--- config.mk ---
export PLATFORM = sky130hd
export DESIGN_NAME = daily_alarm_table_bell_timer
export DESIGN_NICKNAME = d
export VERILOG_FILES = /design/src/rtl/dabt_pkg.sv /design/src/rtl/dabt_ram.sv /design/src/rtl/daily_alarm_table_bell_timer.sv
export SDC_FILE = /design/constraint.sdc
export NUM_CORES = 2
export LEC_CHECK = 0
export BUFFER_PORTS_ARGS = -buffer_cell sky130_fd_sc_hd__buf_2
export CAP_MARGIN = 20
export CORE_MARGIN = 1.5
export CORE_UTILIZATION = 35
export CTS_CLUSTER_DIAMETER = 200
export DETAILED_ROUTE_END_ITERATION = 10
export SLEW_MARGIN = 10
export SYNTH_ARGS = -nofsm -noshare
export SYNTH_HDL_FRONTEND = slang
export SYNTH_SLANG_ARGS = --single-unit
--- constraint.sdc ---
create_clock -name clk -period 18.9 [get_ports clk]
set_input_delay 3.78 -clock clk [delete_from_list [all_inputs] [get_ports clk]]
set_output_delay 3.78 -clock clk [all_outputs]
set_load 0.005 [all_outputs]
--- src/rtl/dabt_pkg.sv ---
`default_nettype none
// ----------------------------------------------------------------------------
// dabt_pkg - shared types and constants of the daily alarm bell timer
// Command codes, table sizing and the packed words of the command and result
// channels.
// ----------------------------------------------------------------------------
package dabt_pkg;

	localparam int MAX_ENTRIES = 32;
	localparam int IDX_W       = (MAX_ENTRIES > 1) ? $clog2(MAX_ENTRIES) : 1;
	localparam int CNT_W       = $clog2(MAX_ENTRIES + 1);
	localparam int CMP_W       = ((CNT_W > 6) ? CNT_W : 6) + 1;

	localparam logic [4:0]  MAX_HOUR     = 5'd23;
	localparam logic [5:0]  MAX_MINUTE   = 6'd59;
	localparam logic [15:0] TPS_RESET    = 16'd1000;
	localparam logic [6:0]  MINUTE_NONE  = 7'd127;

	typedef enum logic [1:0] {
		CMD_TICK   = 2'd0,
		CMD_ADD    = 2'd1,
		CMD_REMOVE = 2'd2,
		CMD_CLEAR  = 2'd3
	} cmd_t;

	typedef struct packed {
		logic [1:0]  cmd;
		logic [4:0]  hour;
		logic [5:0]  minute;
		logic [15:0] duration_sec;
		logic [5:0]  index;
		logic        time_valid;
	} in_word_t;

	typedef struct packed {
		logic       bell_on;
		logic       accepted;
		logic [5:0] entry_count;
		logic       rang_now;
	} out_word_t;

	typedef struct packed {
		logic [4:0]  hour;
		logic [5:0]  minute;
		logic [15:0] seconds;
	} entry_t;

	localparam int ENTRY_W = $bits(entry_t);

endpackage
`default_nettype wire

--- src/rtl/dabt_ram.sv ---
`default_nettype none
// ----------------------------------------------------------------------------
// dabt_ram - generic single-write, single-read RAM
// One write port and one read port; read data is registered.
// ----------------------------------------------------------------------------
module dabt_ram #(
	parameter int WIDTH = 8,
	parameter int DEPTH = 32
) (
	input  wire logic                                     clk,
	input  wire logic                                     we,
	input  wire logic [((DEPTH > 1) ? $clog2(DEPTH) : 1)-1:0] waddr,
	input  wire logic [WIDTH-1:0]                         wdata,
	input  wire logic [((DEPTH > 1) ? $clog2(DEPTH) : 1)-1:0] raddr,
	output      logic [WIDTH-1:0]                         rdata
);

	logic [WIDTH-1:0] mem_q [DEPTH];

	always_ff @(posedge clk) begin
		if (we) begin
			mem_q[waddr] <= wdata;
		end
		rdata <= mem_q[raddr];
	end

endmodule
`default_nettype wire

--- src/rtl/daily_alarm_table_bell_timer.sv ---
`default_nettype none
// ----------------------------------------------------------------------------
// daily_alarm_table_bell_timer - alarm table with bell ring timer
// Tick without scan, add and clear show done in the cycle after acceptance;
//   a minute scan walks the stored entries in order and stops at the first
//   hit, which adds the ring length multiply; remove moves each later entry
//   down by one slot.
// One word at a time: a new word is taken only while the block is idle.
// Reset clears the table count, ring state and last minute; the tick rate
//   register resets to 1000. Results cannot be stalled by the receiver.
// ----------------------------------------------------------------------------
module daily_alarm_table_bell_timer (
	input  wire logic                 clk,
	input  wire logic                 arst_n,
	input  wire logic                 start,
	output      logic                 busy,
	input  wire dabt_pkg::in_word_t   item,
	output      logic                 done,
	output      dabt_pkg::out_word_t  result,
	input  wire logic                 tps_we,
	input  wire logic [15:0]          tps_wdata
);

	// Sequencer states, one-hot.
	typedef enum logic [4:0] {
		ST_IDLE = 5'b00001,
		ST_SCAN = 5'b00010,
		ST_MUL  = 5'b00100,
		ST_REM  = 5'b01000,
		ST_DONE = 5'b10000
	} state_t;

	state_t state_q;

	// Configuration and bell state.
	logic [15:0]                 tps_q;
	logic                        ringing_q;
	logic [31:0]                 elapsed_q;
	logic [31:0]                 ring_ticks_q;
	logic [6:0]                  last_min_q;
	logic [dabt_pkg::CNT_W-1:0]  used_q;

	// Per-word working registers.
	logic [4:0]                  hour_q;
	logic [5:0]                  minute_q;
	logic [dabt_pkg::CNT_W-1:0]  k_q;
	logic [dabt_pkg::IDX_W-1:0]  wk_q;
	logic                        pend_q;
	logic [15:0]                 sec_q;
	logic                        acc_q;
	logic                        rang_q;

	// Table RAM.
	logic                          ram_we;
	logic [dabt_pkg::IDX_W-1:0]    ram_waddr;
	dabt_pkg::entry_t              ram_wdata;
	logic [dabt_pkg::IDX_W-1:0]    ram_raddr;
	logic [dabt_pkg::ENTRY_W-1:0]  ram_rdata_raw;
	dabt_pkg::entry_t              rd_entry;

	logic                          accept;
	logic                          add_ok;
	logic                          rem_ok;
	logic                          new_minute;
	logic [dabt_pkg::CNT_W:0]      k_next;
	logic                          more_rem;
	logic                          more_scan;
	logic                          hit;
	logic [31:0]                   elapsed_inc;
	logic                          ring_end;

	dabt_ram #(
		.WIDTH(dabt_pkg::ENTRY_W),
		.DEPTH(dabt_pkg::MAX_ENTRIES)
	) u_table (
		.clk  (clk),
		.we   (ram_we),
		.waddr(ram_waddr),
		.wdata(ram_wdata),
		.raddr(ram_raddr),
		.rdata(ram_rdata_raw)
	);

	assign rd_entry = dabt_pkg::entry_t'(ram_rdata_raw);

	assign busy   = (state_q != ST_IDLE);
	assign accept = start && !busy;

	// Add is legal only for a real time of day, a nonzero length and room left.
	assign add_ok = (item.hour <= dabt_pkg::MAX_HOUR) && (item.minute <= dabt_pkg::MAX_MINUTE)
		&& (item.duration_sec != 16'd0)
		&& (used_q < dabt_pkg::CNT_W'(dabt_pkg::MAX_ENTRIES));
	assign rem_ok = dabt_pkg::CMP_W'(item.index) < dabt_pkg::CMP_W'(used_q);
	assign new_minute = item.time_valid && ({1'b0, item.minute} != last_min_q);

	// Ring advance on a tick: saturating count, then end check.
	assign elapsed_inc = (elapsed_q != 32'hFFFF_FFFF) ? elapsed_q + 32'd1 : elapsed_q;
	assign ring_end    = (elapsed_inc >= ring_ticks_q);

	// Walk pointers: scan reads entry k, compaction reads entry k+1.
	assign k_next    = {1'b0, k_q} + (dabt_pkg::CNT_W + 1)'(1);
	assign more_scan = (k_q < used_q);
	assign more_rem  = (k_next < {1'b0, used_q});
	assign hit       = pend_q && (rd_entry.hour == hour_q) && (rd_entry.minute == minute_q);

	// RAM port control.
	always_comb begin
		ram_we    = 1'b0;
		ram_waddr = used_q[dabt_pkg::IDX_W-1:0];
		ram_wdata = '{hour: item.hour, minute: item.minute, seconds: item.duration_sec};
		ram_raddr = k_q[dabt_pkg::IDX_W-1:0];
		case (state_q)
			ST_IDLE: begin
				ram_we = accept && (dabt_pkg::cmd_t'(item.cmd) == dabt_pkg::CMD_ADD) && add_ok;
			end
			ST_REM: begin
				// Move the entry read last cycle down by one slot.
				ram_we    = pend_q;
				ram_waddr = wk_q;
				ram_wdata = rd_entry;
				ram_raddr = k_next[dabt_pkg::IDX_W-1:0];
			end
			default: begin
				ram_we = 1'b0;
			end
		endcase
	end

	always_ff @(posedge clk or negedge arst_n) begin
		if (!arst_n) begin
			state_q      <= ST_IDLE;
			tps_q        <= dabt_pkg::TPS_RESET;
			ringing_q    <= 1'b0;
			elapsed_q    <= '0;
			ring_ticks_q <= '0;
			last_min_q   <= dabt_pkg::MINUTE_NONE;
			used_q       <= '0;
			pend_q       <= 1'b0;
			acc_q        <= 1'b0;
			rang_q       <= 1'b0;
		end else begin
			if (tps_we) begin
				tps_q <= tps_wdata;
			end
			case (state_q)
				ST_IDLE: begin
					if (accept) begin
						hour_q   <= item.hour;
						minute_q <= item.minute;
						rang_q   <= 1'b0;
						pend_q   <= 1'b0;
						case (dabt_pkg::cmd_t'(item.cmd))
							dabt_pkg::CMD_TICK: begin
								acc_q <= 1'b1;
								if (ringing_q) begin
									elapsed_q <= elapsed_inc;
									if (ring_end) begin
										ringing_q <= 1'b0;
									end
								end
								if (new_minute) begin
									last_min_q <= {1'b0, item.minute};
									k_q        <= '0;
									state_q    <= ST_SCAN;
								end else begin
									state_q <= ST_DONE;
								end
							end
							dabt_pkg::CMD_ADD: begin
								acc_q   <= add_ok;
								state_q <= ST_DONE;
								if (add_ok) begin
									used_q <= used_q + dabt_pkg::CNT_W'(1);
								end
							end
							dabt_pkg::CMD_REMOVE: begin
								acc_q <= rem_ok;
								if (rem_ok) begin
									k_q     <= dabt_pkg::CNT_W'(item.index);
									state_q <= ST_REM;
								end else begin
									state_q <= ST_DONE;
								end
							end
							dabt_pkg::CMD_CLEAR: begin
								acc_q   <= 1'b1;
								used_q  <= '0;
								state_q <= ST_DONE;
							end
							default: begin
								acc_q   <= 1'b1;
								state_q <= ST_DONE;
							end
						endcase
					end
				end
				ST_SCAN: begin
					// Compare the entry read last cycle while the next read goes out.
					if (hit) begin
						sec_q   <= rd_entry.seconds;
						pend_q  <= 1'b0;
						state_q <= ST_MUL;
					end else if (more_scan) begin
						k_q    <= k_next[dabt_pkg::CNT_W-1:0];
						pend_q <= 1'b1;
					end else begin
						pend_q  <= 1'b0;
						state_q <= ST_DONE;
					end
				end
				ST_MUL: begin
					// Restart the ring with the matched length.
					ring_ticks_q <= 32'(sec_q) * 32'(tps_q);
					elapsed_q    <= '0;
					ringing_q    <= 1'b1;
					rang_q       <= 1'b1;
					state_q      <= ST_DONE;
				end
				ST_REM: begin
					if (more_rem) begin
						wk_q   <= k_q[dabt_pkg::IDX_W-1:0];
						k_q    <= k_next[dabt_pkg::CNT_W-1:0];
						pend_q <= 1'b1;
					end else begin
						pend_q <= 1'b0;
						if (!pend_q) begin
							used_q  <= used_q - dabt_pkg::CNT_W'(1);
							state_q <= ST_DONE;
						end
					end
				end
				ST_DONE: begin
					state_q <= ST_IDLE;
				end
				default: begin
					state_q <= ST_IDLE;
				end
			endcase
		end
	end

	// Result word shows for the single DONE cycle.
	assign done                = (state_q == ST_DONE);
	assign result.bell_on      = ringing_q;
	assign result.accepted     = acc_q;
	assign result.entry_count  = 6'(used_q);
	assign result.rang_now     = rang_q;

	// An accepted word always makes the block busy on the next cycle.
	a_accept_busy: assert property (@(posedge clk) disable iff (!arst_n)
		accept |=> busy)
		else $error("block not busy after accepting a word");

	// The result strobe lasts exactly one cycle.
	a_done_pulse: assert property (@(posedge clk) disable iff (!arst_n)
		done |=> !done)
		else $error("result strobe longer than one cycle");

	// A started ring always shows the bell on and the word accepted.
	a_rang_bell: assert property (@(posedge clk) disable iff (!arst_n)
		(done && result.rang_now) |-> (result.bell_on && result.accepted))
		else $error("ring start without bell on");

	// The table never holds more than its capacity.
	a_count_max: assert property (@(posedge clk) disable iff (!arst_n)
		used_q <= dabt_pkg::CNT_W'(dabt_pkg::MAX_ENTRIES))
		else $error("entry count above table size");

endmodule
`default_nettype wire

==> results.cfg <==
[final_layout]
fill_cells = 13020
final_core_util = 0.3962
drive_gt1_frac = 0.1418
layout.nets = 3984
syn_to_final_growth_pct = 12.19

[sta]
worst_pin_slew_ns = 1.121
rsz0062_at_grt = false
final.setup.tns_ns = 0
relSlewSlack = 0.2524
drv_slew = 0
whs_ns = 0.4770
fin_crit_ns = 6.646
final-setup-viol-count = 0
finalHoldViolCount = 0
clock-skew-final_ns = 0.08048
fin_crit_sh = 0.3517
fmax_ghz = 0.1505

[global_routing]
grt_pass1_wl_um = 196200
grt_util_all_layers = 0.1818
grt_overflow = 0
grt_start_max_net_pins = 163
grt_pass1_vias = 29390
antenna_found_initial = 9

[route]
wl_per_cell_um = 23.70
vias = 29020
initialDrtViolationCount = 2489
wirelength_um = 131700
drtAntennaViolNets = 0
via_per_inst = 5.224
first_pass_iters = 5
drc_errors = 0

[worst_setup_path]
crit_path_cell_trace = and2_1 > fa_1 > inv_1 > fa_1 > fa_1 > fa_1 > inv_1 > fa_1 > inv_1 > fa_1 > inv_1 > ha_1 > a21oi_1 > nor2b_1 > a311o_1 > a221o_1 > a21o_1 > a41oi_1 > xor2_1 > o21ai_1
critPathKind = reg2reg
slowest_delay_ns = 0.66
critical-path-slowest-cell = edfxtp_1
regToRegSetupSlack_ns = 12.25
r2r_start = sec_q[7]
cp_top_family = adder cells
path_common_cell = fa_1
crit_required_ns = 19.45
cp-start-kind = register
r2r_cells = 20
crit_buf_inv = 4
reg2reg_to = ring_ticks_q[28]
crit_arrival_ns = 7.20
critPathCaptureType = register
crit_fanout = 16

[logic_synthesis]
synth-edff-count = 902
syn_inst = 3533
syn_area_um2 = 50060
ys.flop_type = edfxtp_1
ys_types = 74
synthArstFlopShare = 0.09893
syn_nets = 3943
ys_seq_area_frac = 0.6032
synth_top_area_frac = 0.5411
synth_seq_cells = 1031
synth_top_area_cell = edfxtp_1
ys_top_cells_by_area = edfxtp_1 54%, fa_1 7.8%, mux4_2 6.8%
ys_warn_count = 0
synth_most_common_cell = edfxtp_1
postSynthAreaPerCell_um2 = 14.17
netlist_top_cells_count = 902 x edfxtp_1, 549 x nand2_1, 261 x inv_1

[placement]
place_congestion = 0.8484
io_buffers = 66
dp_hpwl_um = 87220

[floorplanning]
initial_core_util = 0.3531
die-area_um2 = 145300
die_w_um = 381.2
io_pins = 67
row_count = 138
core-area_um2 = 141800
die_h_um = 381.2

[cts]
cts_buffer_depth = 3
clk_latency_ns = 0.75
cts-hold-fix-buffers = 0
cts-buffers-inserted = 103
cts_tree = built
clock-sinks = 1031
clkTransAtPathRegs_ns = 0.06
clockRootBuffer = clkbuf_16
cts_setup_buffers = 0
h-tree-depth = 3
ctsResizeCount = 0

[power_and_ir_drop]
swShare = 0.3478
power_frac_comb = 0.342
intPower_uw = 4648
power_frac_seq = 0.371
switching_power_uw = 2478
pwr-share-clk = 0.287
cellPowerDensity_nw_per_um2 = 126.9
leakagePower_uw = 0.02013
peakVddDrop_mv = 0.1827

[min_path]
min-delay-path-class = reg2reg
min_to = rang_q
hold_start = rang_q
holdPathStages = 2

[outcome]
status = finished clean

[job]
cap_violations = 0
final cells by class:
| cell class | instances | area [um2] | share of cell area |
|---|---|---|---|
| well taps | 1890 | 2365 | 0.04211 |
| clock inverters | 58 | 635.6 | 0.01132 |
| diodes | 4 | 10.01 | 0.0001782 |
| inverters | 263 | 987.2 | 0.01758 |
| clock buffers | 134 | 2734 | 0.04868 |
| repair buffers | 108 | 742.0 | 0.01321 |
| multi-input cells | 2067 | 18490 | 0.3293 |
| flip-flops and latches | 1031 | 30200 | 0.5377 |
worst min-delay path: cells and delay by family, from the launching register on:
family | cells | cell delay [ns]
flip-flops | 1 | 0.34
AND/OR/NAND/NOR | 2 | 0.10
cell usage in the layout (no fill, tap or decap), types with 11 or more instances in the layout:
cell type  count
nand2b_1      11
clkinv_2      11
o211ai_1      20
mux2_2        26
a21o_1        28
edfxtp_1     902
o21ai_0       72
nand3_1      133
clkbuf_16    104
clkinv_1      20
nor3_1        20
mux4_2       152
o31ai_1       17
fa_1         194
inv_1        261
dfstp_2       14
a31oi_1       35
nand4_1       76
nor2_1        50
buf_2         65
nand2_1      538
nor2_4        32
dfrtp_1       88
a21oi_1       58
xnor2_1       49
ha_1         160
a22o_1        12
and3_1        14
buf_4         36
clkbuf_1      27
dfxtp_1       27
xor2_1        34
nor4_1        14
and2_1       129
a22oi_1       73
routing by layer:
metal | vias to the layer above | GRT usage | wire length, um
met5 | - | 0 | 32
met1 | 15060 | 0.2396 | 54800
li1 | 12980 | - | -
met3 | 184 | 0.02754 | 7202
met4 | 6 | 0.06537 | 4663
met2 | 797 | 0.3041 | 64980
logic make-up (layout without fill, tap and decap cells):
kind of cell,Yosys count,count (layout),synth area share
AO/OA/AOI/OAI,365,365,0.04792
XOR/XNOR,86,86,0.01580
adder cells (fa/ha/maj),354,354,0.1176
buffers and inverters,435,563,0.03557
flip-flops,1031,1031,0.6032
multiplexers,195,195,0.08088
other,0,4,0
AND/OR/NAND/NOR,1067,1067,0.09903
power groups by stage:
stage          clock network, uW  logic (uW)  registers, uW
3_5_place_dp                   0        2450           2690
6_report                    2050        2440           2640
2_1_floorplan                  0        1780           2630
4_1_cts                     2080        2470           2640
5_1_grt                     2160        2770           2650
3_3_place_gp                   0        2440           2690
through the flow:
| step | worst slack [ns] | cell area (um2) | power [uW] | cells |
|---|---|---|---|---|
| floorplan | 12.80 | 50060 | 4412 | 3533 |
| global placement | 11.61 | 52680 | 5127 | 5354 |
| CTS | 12.24 | 56050 | 7189 | 5546 |
| global route | 11.92 | 56160 | 7580 | 5553 |
| detailed placement | 11.53 | 52680 | 5139 | 5354 |
| finish | 12.25 | 56160 | 7127 | 5555 |
worst max path at each step:
stage,start,depth (start not counted),endpoint
floorplan,tps_q[3],20,ring_ticks_q[28]
global placement,item[7],7,u_table.mem_q[3][21]
detailed placement,item[7],7,u_table.mem_q[3][21]
CTS,sec_q[7],20,ring_ticks_q[28]
global route,sec_q[9],19,ring_ticks_q[28]
finish,sec_q[7],20,ring_ticks_q[28]
sequential cells by signal, indices dropped and copies added (netlist names):
signal and flops:
ring_ticks_q 32, k_q 6, elapsed_q 32, tps_q 16, last_min_q 7, u_table.rdata 27
rang_q 1, state_q 5, used_q 6, sec_q 16, acc_q 1, u_table.mem_q 864
ringing_q 1, minute_q 6, pend_q 1, wk_q 5, hour_q 5
Note: power is estimated with default switching activity, not from simulation.
